`config.mk`:
```
export PLATFORM = sky130hd
export DESIGN_NAME = salc_way_sel
export DESIGN_NICKNAME = d
export VERILOG_FILES = /design/src/rtl/salc_pkg.sv /design/src/rtl/salc_way_sel.sv
export SDC_FILE = /design/constraint.sdc
export NUM_CORES = 1
export LEC_CHECK = 0
export ABC_AREA = 1
export ABC_CLOCK_PERIOD_IN_PS = 1650
export BUFFER_PORTS_ARGS = -buffer_cell sky130_fd_sc_hd__clkbuf_2
export CORE_UTILIZATION = 45
export DETAILED_ROUTE_END_ITERATION = 10
export MAX_ROUTING_LAYER = met4
export PLACE_DENSITY = 0.94
export SETUP_SLACK_MARGIN = 0.4
export SLEW_MARGIN = 5
export SYNTH_ARGS = -nofsm -noshare
export SYNTH_HDL_FRONTEND = slang
export SYNTH_SLANG_ARGS = --single-unit
```
`constraint.sdc`:
```
create_clock -name vclk -period 1.65
set_input_delay 0.2475 -clock vclk [all_inputs]
set_output_delay 0.2475 -clock vclk [all_outputs]
set_load 0.01 [all_outputs]
```
`src/rtl/salc_pkg.sv`:
```
// Shared types and constants for the set-associative LRU cache tag model.
// No dependencies; salc_way_sel, salc_stats and the top level import this package.
`default_nettype none

package salc_pkg;

   localparam int SET_COUNT_DEF    = 16;
   localparam int WAY_COUNT_DEF    = 2;
   localparam int OFFSET_BITS_DEF  = 5;
   localparam int ADDRESS_BITS_DEF = 20;

   localparam int LAT_W   = 10;
   localparam int BYTES_W = 4;
   localparam int COST_W  = 12;
   localparam int HITS_W  = 32;
   localparam int CYC_W   = 40;
   localparam int CSR_W   = 2;

   localparam logic [LAT_W-1:0] HIT_LAT_RST  = 10'd7;
   localparam logic [LAT_W-1:0] MISS_LAT_RST = 10'd122;
   localparam logic [LAT_W-1:0] WB_PEN_RST   = 10'd101;

   localparam logic [CSR_W-1:0] CSR_HIT_LAT  = 2'd0;
   localparam logic [CSR_W-1:0] CSR_MISS_LAT = 2'd1;
   localparam logic [CSR_W-1:0] CSR_WB_PEN   = 2'd2;

   // Row layout: LRU bit, then valid/dirty per way, then the two tags
   localparam int ROW_OLDER  = 0;
   localparam int ROW_VALID0 = 1;
   localparam int ROW_DIRTY0 = 2;
   localparam int ROW_VALID1 = 3;
   localparam int ROW_DIRTY1 = 4;
   localparam int ROW_FLAGS  = 5;

   typedef enum logic [1:0] {
      ST_CLEAR,
      ST_IDLE,
      ST_LOOKUP,
      ST_ACCUM
   } state_type;

   typedef struct packed {
      logic hit;
      logic wrote_back;
      logic way;
   } lookup_type;

endpackage

`default_nettype wire

```
`src/rtl/salc_way_sel.sv`:
```
// Tag compare, victim choice and row update for one two-way set.
// Depends on salc_pkg for the row layout and the lookup result struct.
`default_nettype none

module salc_way_sel import salc_pkg::*; #(
   parameter int TAG_W = 11
) (
   input  wire logic [2*TAG_W+ROW_FLAGS-1:0] row,
   input  wire logic [TAG_W-1:0]             tag,
   input  wire logic                         is_write,
   output lookup_type                        result,
   output logic      [2*TAG_W+ROW_FLAGS-1:0] new_row
);

   logic             valid0, valid1, dirty0, dirty1;
   logic             match0, match1, hit, way, victim;
   logic [TAG_W-1:0] tag0, tag1;

   always_comb begin
      valid0 = row[ROW_VALID0];
      valid1 = row[ROW_VALID1];
      dirty0 = row[ROW_DIRTY0];
      dirty1 = row[ROW_DIRTY1];
      tag0   = row[ROW_FLAGS +: TAG_W];
      tag1   = row[ROW_FLAGS+TAG_W +: TAG_W];
      match0 = valid0 && (tag0 == tag);
      match1 = valid1 && (tag1 == tag);
      hit    = match0 || match1;
      if (!valid1) begin
         victim = 1'b1;
      end else if (!valid0) begin
         victim = 1'b0;
      end else begin
         victim = row[ROW_OLDER];
      end
      way = hit ? !match0 : victim;

      result.hit        = hit;
      result.way        = way;
      result.wrote_back = !hit && (way ? (valid1 && dirty1) : (valid0 && dirty0));

      new_row            = row;
      new_row[ROW_OLDER] = !way;
      if (way) begin
         new_row[ROW_VALID1]                 = 1'b1;
         new_row[ROW_DIRTY1]                 = hit ? (dirty1 || is_write) : is_write;
         new_row[ROW_FLAGS+TAG_W +: TAG_W]   = tag;
      end else begin
         new_row[ROW_VALID0]                 = 1'b1;
         new_row[ROW_DIRTY0]                 = hit ? (dirty0 || is_write) : is_write;
         new_row[ROW_FLAGS +: TAG_W]         = tag;
      end
   end

endmodule

`default_nettype wire

```
==> flow_summary.toml, run 1 <==
[die]
chipHeight_um = 50.8
row_count = 17
initial_core_util = 0.480
die_w_um = 50.8
ios = 69

[synth]
post-synth-top-count-cell = "nand2_1"
ys_seq_area_frac = 0
synth_nets = 284
netlist_area_sq_um = 1070
synth_cells = 245
synth_area_leaders = "nand2_1 (44%), nand3_1 (14%), inv_1 (13%), nor2_1 (6.7%), nand4_1 (4.1%)"
ys_warn_count = 0
synth.distinct_cells = 21
synth_area_leader_cell = "nand2_1"
synth.top_cells.by_count = "nand2_1 (126), inv_1 (37), nand3_1 (29)"
syn_area_per_cell_sq_um = 4.38
yosys.area.top_type_share = 0.441

[clocking]
cts_setup_buffers = 21
cts_hold_buf = 0
cts_resized = 63

[placement]
place_congestion = 0.969
place_area_sq_um = 1840
port_buffers = 69
place.detailed.hpwl_um = 3720
numPlacedInstances = 380

[status]
haltStage = "4_1_cts"
tool.error = "[ERROR DPL-0038] Utilization greater than 100%, impossible to legalize"
outcome = "aborted with a tool error"
-- cells by family after synthesis --
logic type,count (synthesis),share of synthesized area
AOI/OAI and AO/OA,9,0.0595
buffers and inverters,49,0.203
and+or+nand+nor,187,0.737
-- stage by stage --
step | hold WS (ns) | setup slack (ns) | setup TNS (ns) | utilization
2_1_floorplan | 0.585 | 0.167 | 0 | -
3_3_place_gp | 0.801 | -0.143 | -3.38 | 0.824
3_5_place_dp | 0.804 | -0.256 | -6.31 | 0.824
==> run 2: changes to the inputs <==
- CORE_AREA: default -> 2 2 63 65
- CORE_UTILIZATION: 45 -> default
- DIE_AREA: default -> 0 0 65 67
- MAX_ROUTING_LAYER: met4 -> default
- PLACE_DENSITY: 0.94 -> default
- PLACE_DENSITY_LB_ADDON: default -> 0.15
- SETUP_SLACK_MARGIN: 0.4 -> default
==> flow_summary.toml, run 2 <==
[status]
outcome = "finished, violations left"
violations = "negative setup slack"

[cells_and_area]
layout_common_cells = "nand2_1 (86), buf_4 (71), nand2_2 (38)"
antenna_cells = 0
nClkBuffers = 0
final_core_util = 0.720
layout-drive-gt1-share = 0.611
areaGrowthSynthToFinish_pct = 142
n_sequential_cell = 0
ff_latch_area_sq_um = 0
fillers = 273
nNetsFinal = 424
final_common_cell = "nand2_1"

[synth]
post-synth-top-count-cell = "nand2_1"
netlist_area_sq_um = 1070
synth_area_leader_cell = "nand2_1"
ys_seq_area_frac = 0
yosys.area.top_type_share = 0.441
ys_warn_count = 0
synth_area_leaders = "nand2_1 (44%), nand3_1 (14%), inv_1 (13%), nor2_1 (6.7%), nand4_1 (4.1%)"
synth_cells = 245
synth_nets = 284
synth.distinct_cells = 21
synth.top_cells.by_count = "nand2_1 (126), inv_1 (37), nand3_1 (29)"
syn_area_per_cell_sq_um = 4.38

[critical_path]
start_kind = "input port"
crit_slowest_cell = "clkbuf_16"
worst-setup-path-type = "in2out"
crit_arrival_ns = 1.63
critPathCaptureType = "output port"
cp_max_fo = 7
crit_path_max_incr_delay_ns = 0.26
worstPathCellList = "buf_8 > inv_4 > nand2_2 > nand4_1 > nor2_2 > nand3_4 > clkbuf_16 > nand3_1 > nand2_1 > clkbuf_2"
required_ns = 1.40

[timing]
setup_viol = 30
max_freq_mhz = 533
finalCriticalPeriod_ns = 1.88
period_share = 1.14
slew_headroom = 0.810
rsz0062_at_grt = "yes"
setup_ws_ns = -0.227
worst_pin_slew_ns = 0.283
drv_slew = 0
hold_viol_final = 0

[die]
ios = 69
die_w_um = 65
initial_core_util = 0.297
core_region_area_sq_um = 3610
row_count = 22
die_area_sq_um = 4360
chipHeight_um = 67

[power_and_ir_drop]
intPower_mw = 0.369
leakagePower_nw = 1.54
seqPwrFrac = 0
swShare = 0.499
power_density_nw_per_um2 = 284
pwr-share-comb = 1.000
vdd.ir_drop.worst_mv = 0.168
p_clk_frac = 0
p_sw_mw = 0.368
finalPower_mw = 0.737

[placement]
place.detailed.hpwl_um = 3460
port_buffers = 69
place_congestion = 0.814

[route]
num_vias = 2200
route.met2.wl_um = 3330
wl_met1_um = 2480
dr_wl_met3_um = 560
route.final.wire_length_um = 6900
drtIter0Drc = 156
dr.pass1.iters = 4
drcViolationCount = 0
ant_nets = 0
routed.top_layer = "met4"
vias_per_cell = 5.10
routedWlPerCell_um = 16.0

[grt]
grt_pass1_vias = 1746
grt_pass1_wl_um = 7900
grt_max_degree = 25
grt_usage = 0.229
antenna_found_initial = 0
gr-total-overflow = 0

[hold_path]
hp-class = "in2out"

[flow_run]
maxCapViolCount = 0
run 2: through the flow:
step,TNS (ns),hold WS (ns),setup WS (ns),area [sq um],cells
2_1_floorplan,0,0.613,0.115,1070,245
3_3_place_gp,-2.50,0.799,-0.111,1740,395
3_5_place_dp,-2.84,0.796,-0.119,1740,395
4_1_cts,-1.98,0.798,-0.0936,2090,415
5_1_grt,-7.88,0.804,-0.328,2600,431
6_report,-5.41,0.777,-0.227,2600,431
run 2: worst paths after layout:
| kind | from | end | slack, ns | cells after the start |
|---|---|---|---|---|
| max | tag[5] | new_row[8] | -0.23 | 10 |
| min | row[16] | new_row[16] | 0.78 | 4 |
run 2: what timing repair did:
item | 4_1_cts | 5_1_grt
setup endpoints to repair | 29 | 30
gates cloned | 4 | 4
pin swaps | 7 | 66
hold buffers | 0 | 0
buffers inserted | 16 | 12
gates resized for setup | 32 | 164
run 2: critical path: cells and delay by family:
family,cells,cell delay [ns]
buffers and inverters,4,0.53
AND/OR/NAND/NOR,6,0.85
run 2: routing by layer:
metal,global-route usage,up-vias
li1,-,1037
met3,0.0169,54
met2,0.411,139
met1,0.299,970
met5,0,-
met4,0.0452,0
run 2: area by class of cell:
| type | count | area [sq um] | share of cell area |
|---|---|---|---|
| Timing Repair Buffer | 145 | 1270 | 0.490 |
| Multi-Input combinational cell | 198 | 1080 | 0.418 |
| Inverter | 40 | 180 | 0.0694 |
| Tap cell | 48 | 60.1 | 0.0231 |
run 2: kinds of logic (layout without fill, tap and decap cells):
logic type	count (synthesis)	in the layout	share of synthesized area
buffers and inverters	49	185	0.203
and+or+nand+nor	187	189	0.737
AOI/OAI and AO/OA	9	9	0.0595
run 2: power by group through the flow:
| stage | clock network [mW] | registers, mW | logic [mW] |
|---|---|---|---|
| after floorplan | 0 | 0 | 0.236 |
| after global placement | 0 | 0 | 0.471 |
| after detailed placement | 0 | 0 | 0.474 |
| after CTS | 0 | 0 | 0.578 |
| after global routing | 0 | 0 | 0.782 |
| final | 0 | 0 | 0.737 |
No activity file was read; power rests on OpenSTA's default activity.
==> run 3: changes to the inputs <==
- CELL_PAD_IN_SITES_DETAIL_PLACEMENT: default -> 0
- CELL_PAD_IN_SITES_GLOBAL_PLACEMENT: default -> 2
- CORE_AREA: 2 2 63 65 -> default
- CORE_UTILIZATION: default -> 18
- DIE_AREA: 0 0 65 67 -> default
==> flow_summary.toml, run 3 (synthesis results as in run 2) <==
[status]
outcome = "finished, violations left"
violations = "negative setup slack"

[power_and_ir_drop]
seqPwrFrac = 0
vdd.ir_drop.worst_mv = 0.125
swShare = 0.498
p_clk_frac = 0
power_density_nw_per_um2 = 265
pwr-share-comb = 1.000
finalPower_mw = 0.725
p_sw_mw = 0.361
leakagePower_nw = 1.61
intPower_mw = 0.364

[critical_path]
cp_max_fo = 7
cp_top_family = "simple AND/OR/NAND/NOR gates"
worst-path-buf-inv = 4
crit_path_max_incr_delay_ns = 0.16
worstPathCellList = "clkbuf_2 > inv_1 > nand2_2 > nand2_1 > nor2_1 > nand2_1 > nor2_2 > nand2_4 > nand2_8 > buf_8 > nand3_2 > nand2_1 > buf_2"
crit_arrival_ns = 1.48
critPathCaptureType = "output port"
start_kind = "input port"
crit_top_cell = "nand2_1"
worst-setup-path-type = "in2out"
required_ns = 1.40
crit_slowest_cell = "buf_8"

[grt]
grt_pass1_vias = 1774
grt_max_degree = 27
grt_usage = 0.173
antenna_found_initial = 0
gr-total-overflow = 0
grt_pass1_wl_um = 8590

[timing]
setup_ws_ns = -0.0825
rsz0062_at_grt = "yes"
period_share = 1.05
finalCriticalPeriod_ns = 1.73
max_freq_mhz = 577
hold_viol_final = 0
worst_pin_slew_ns = 0.194
drv_slew = 0
setup_viol = 24
slew_headroom = 0.870

[cells_and_area]
ff_latch_area_sq_um = 0
layout_common_cells = "nand2_1 (89), buf_4 (66), nand2_2 (27)"
final_common_cell = "nand2_1"
final_core_util = 0.488
stdcell_area_sq_um = 2740
nClkBuffers = 0
areaGrowthSynthToFinish_pct = 155
layout-drive-gt1-share = 0.626
n_sequential_cell = 0
antenna_cells = 0
nNetsFinal = 423

[route]
dr.pass1.iters = 4
vias_per_cell = 4.42
num_vias = 2007
route.final.wire_length_um = 6220
ant_nets = 0
drtIter0Drc = 108
routedWlPerCell_um = 13.7
drcViolationCount = 0

[die]
initial_core_util = 0.191
core_region_area_sq_um = 5610
die_w_um = 79.2
ios = 69
row_count = 27
chipHeight_um = 79.2
die_area_sq_um = 6270

[placement]
place_congestion = 0.798
place.detailed.hpwl_um = 4290
port_buffers = 69
place_area_sq_um = 1810

[flow_run]
maxCapViolCount = 0

[hold_path]
hp-class = "in2out"

[clocking]
cts_hold_buf = 0
## run 3: changes by cell type in the layout (fill, tap and decap cells not counted), moves of 3 or more
cell	change
nand2_2	-11
nand3_1	-10
nand3_2	+9
inv_2	-6
nand2_4	+6
buf_4	-5
buf_2	+4
buf_16	-3
buf_8	+3
nand2_1	+3
## run 3: power groups by stage
stage               clock (mW)  combinational (mW)  sequential, mW
finish                       0               0.725               0
global route                 0               0.789               0
CTS                          0               0.605               0
detailed placement           0               0.498               0
global placement             0               0.503               0
floorplan                    0               0.236               0
## run 3: what timing repair did
action	in CTS	in global routing
cloned	2	5
resized for setup	40	186
setup endpoints to repair	30	30
pin swaps	25	57
setup buffers	19	9
## run 3: area by class of cell
| cell class | instances | area (sq um) |
|---|---|---|
| Timing Repair Buffer | 144 | 1250 |
| Multi-Input combinational cell | 198 | 1200 |
| Fill cell | 581 | 2870 |
| Tap cell | 72 | 90.1 |
| Inverter | 40 | 200 |
## run 3: through the flow
step | instances | setup WS [ns] | hold WS, ns | setup TNS, ns
3_3_place_gp | 426 | -0.226 | 0.792 | -5.59
4_1_cts | 447 | -0.123 | 0.801 | -2.31
3_5_place_dp | 426 | -0.219 | 0.793 | -5.40
6_report | 454 | -0.0825 | 0.784 | -1.37
5_1_grt | 454 | -0.166 | 0.813 | -3.51
2_1_floorplan | 245 | 0.115 | 0.613 | 0
## run 3: tightest hold or removal path, cell delays in order
cell,delay (ns)
buf_8,0.08
nand2_1,0.05
nand2_1,0.04
buf_2,0.12
## run 3: final timing paths
| check | start | depth (start not counted) | end |
|---|---|---|---|
| hold / removal | row[21] | 4 | new_row[21] |
| setup / recovery | row[17] | 13 | new_row[8] |
## run 3: layer usage
| layer | global-route usage | wire length, um | vias to the layer above |
|---|---|---|---|
| met5 | 0 | 0 | - |
| li1 | - | - | 1043 |
| met2 | 0.298 | 3010 | 46 |
| met4 | 0 | 68 | 0 |
| met1 | 0.253 | 2910 | 912 |
| met3 | 0.00230 | 228 | 6 |
==> run 4: changes to the inputs <==
- PLACE_DENSITY_LB_ADDON: 0.15 -> 0.1
==> flow_summary.toml, run 4 (synthesis results as in run 2) <==
[die]
row_count = 27
die_w_um = 79.2
initial_core_util = 0.191
chipHeight_um = 79.2
die_area_sq_um = 6270
ios = 69
core_region_area_sq_um = 5610

[route]
drcViolationCount = 0
route.final.wire_length_um = 6450
drtIter0Drc = 136
routedWlPerCell_um = 14.0
ant_nets = 0
vias_per_cell = 4.47
num_vias = 2064
dr.pass1.iters = 4

[cells_and_area]
ff_latch_area_sq_um = 0
antenna_cells = 0
layout-drive-gt1-share = 0.662
nNetsFinal = 431
layout_common_cells = "buf_4 (77), nand2_1 (72), nand2_2 (46)"
n_sequential_cell = 0
areaGrowthSynthToFinish_pct = 163
stdcell_area_sq_um = 2820
final_cells = 462
fillers = 615
final_common_cell = "buf_4"
nClkBuffers = 0

[timing]
period_share = 1.06
setup_viol = 27
finalCriticalPeriod_ns = 1.75
slew_headroom = 0.799
setup_ws_ns = -0.0955
rsz0062_at_grt = "yes"
drv_slew = 0
max_freq_mhz = 573
hold_viol_final = 0
worst_pin_slew_ns = 0.299

[power_and_ir_drop]
intPower_mw = 0.391
leakagePower_nw = 1.63
p_sw_mw = 0.377
seqPwrFrac = 0
swShare = 0.490
power_density_nw_per_um2 = 273
pwr-share-comb = 1.000
p_clk_frac = 0
vdd.ir_drop.worst_mv = 0.129

[critical_path]
critPathCaptureType = "output port"
required_ns = 1.40
crit_path_max_incr_delay_ns = 0.13
crit_slowest_cell = "buf_12"
worstPathCellList = "buf_4 > inv_1 > nand2_2 > nand2_2 > nor2_2 > nand2_1 > nor2_2 > nand2_2 > nand2_4 > buf_12 > buf_12 > nand3_4 > nand2_2 > buf_6"
crit_top_cell = "nand2_2"
worst-setup-path-type = "in2out"
worst-path-stages = 14
cp_max_fo = 8
worst-path-buf-inv = 5
cp_top_family = "simple AND/OR/NAND/NOR gates"
crit_arrival_ns = 1.50
start_kind = "input port"

[placement]
place_congestion = 0.842
place_area_sq_um = 1870
port_buffers = 69
place.detailed.hpwl_um = 4390
numPlacedInstances = 433

[grt]
grt_pass1_vias = 1946
gr-total-overflow = 0
grt_max_degree = 13
antenna_found_initial = 0
grt_usage = 0.203
grt_pass1_wl_um = 9950

[status]
violations = "negative setup slack"
outcome = "finished, violations left"

[hold_path]
hp-start = "row[23]"
min_to = "new_row[23]"
hold_path_depth = 4
hp-class = "in2out"

[flow_run]
maxCapViolCount = 0

[clocking]
cts_hold_buf = 0
## run 4: cell types whose count changed in the layout (fill, tap and decap cells not counted), moves of 3 or more
cell and change:
clkbuf_16 -3, nand2_2 +19, nand3_2 -3, inv_1 +3, buf_2 -4, buf_12 +3
nand2_1 -17, buf_4 +11
## run 4: per-stage QoR
step                      hold slack (ns)   util  power [mW]  setup TNS (ns)  setup WS, ns
after global routing                0.797  0.502       0.831           -4.93        -0.195
final                               0.777  0.502       0.768           -2.04       -0.0955
after global placement              0.807  0.334       0.522           -5.29        -0.234
after CTS                           0.813  0.427       0.644           -2.87        -0.116
after detailed placement            0.803  0.334       0.517           -4.40        -0.183
after floorplan                     0.613      -       0.236               0         0.115
## run 4: layer usage
layer | up-vias | global-route usage | wire (um)
li1 | 1063 | - | -
met1 | 952 | 0.291 | 2980
met2 | 47 | 0.355 | 3150
met3 | 2 | 0.00460 | 274
met4 | 0 | 0 | 36
met5 | - | 0 | 0
## run 4: what timing repair did
item	4_1_cts	5_1_grt
pin swaps	37	53
setup endpoints to repair	30	30
gates cloned	5	0
setup buffers	17	8
gates resized for setup	63	160
## run 4: cell type report
class | count | area (sq um) | area share
repair buffers | 151 | 1310 | 0.464
multi-input cells | 199 | 1250 | 0.443
inverters | 40 | 173 | 0.0613
well taps | 72 | 90.1 | 0.0320
## run 4: how the worst max path moves through the flow
stage,start,to,slack [ns]
after floorplan,tag[0],new_row[10],0.11
after global placement,tag[7],new_row[11],-0.23
after detailed placement,tag[7],new_row[7],-0.18
after CTS,tag[5],new_row[5],-0.12
after global routing,row[18],new_row[19],-0.20
final,row[22],new_row[5],-0.1
## run 4: power groups by stage
stage                     clock (mW)  combinational [mW]  sequential, mW
after floorplan                    0               0.236               0
after global routing               0               0.831               0
final                              0               0.768               0
after detailed placement           0               0.517               0
after CTS                          0               0.644               0
after global placement             0               0.522               0
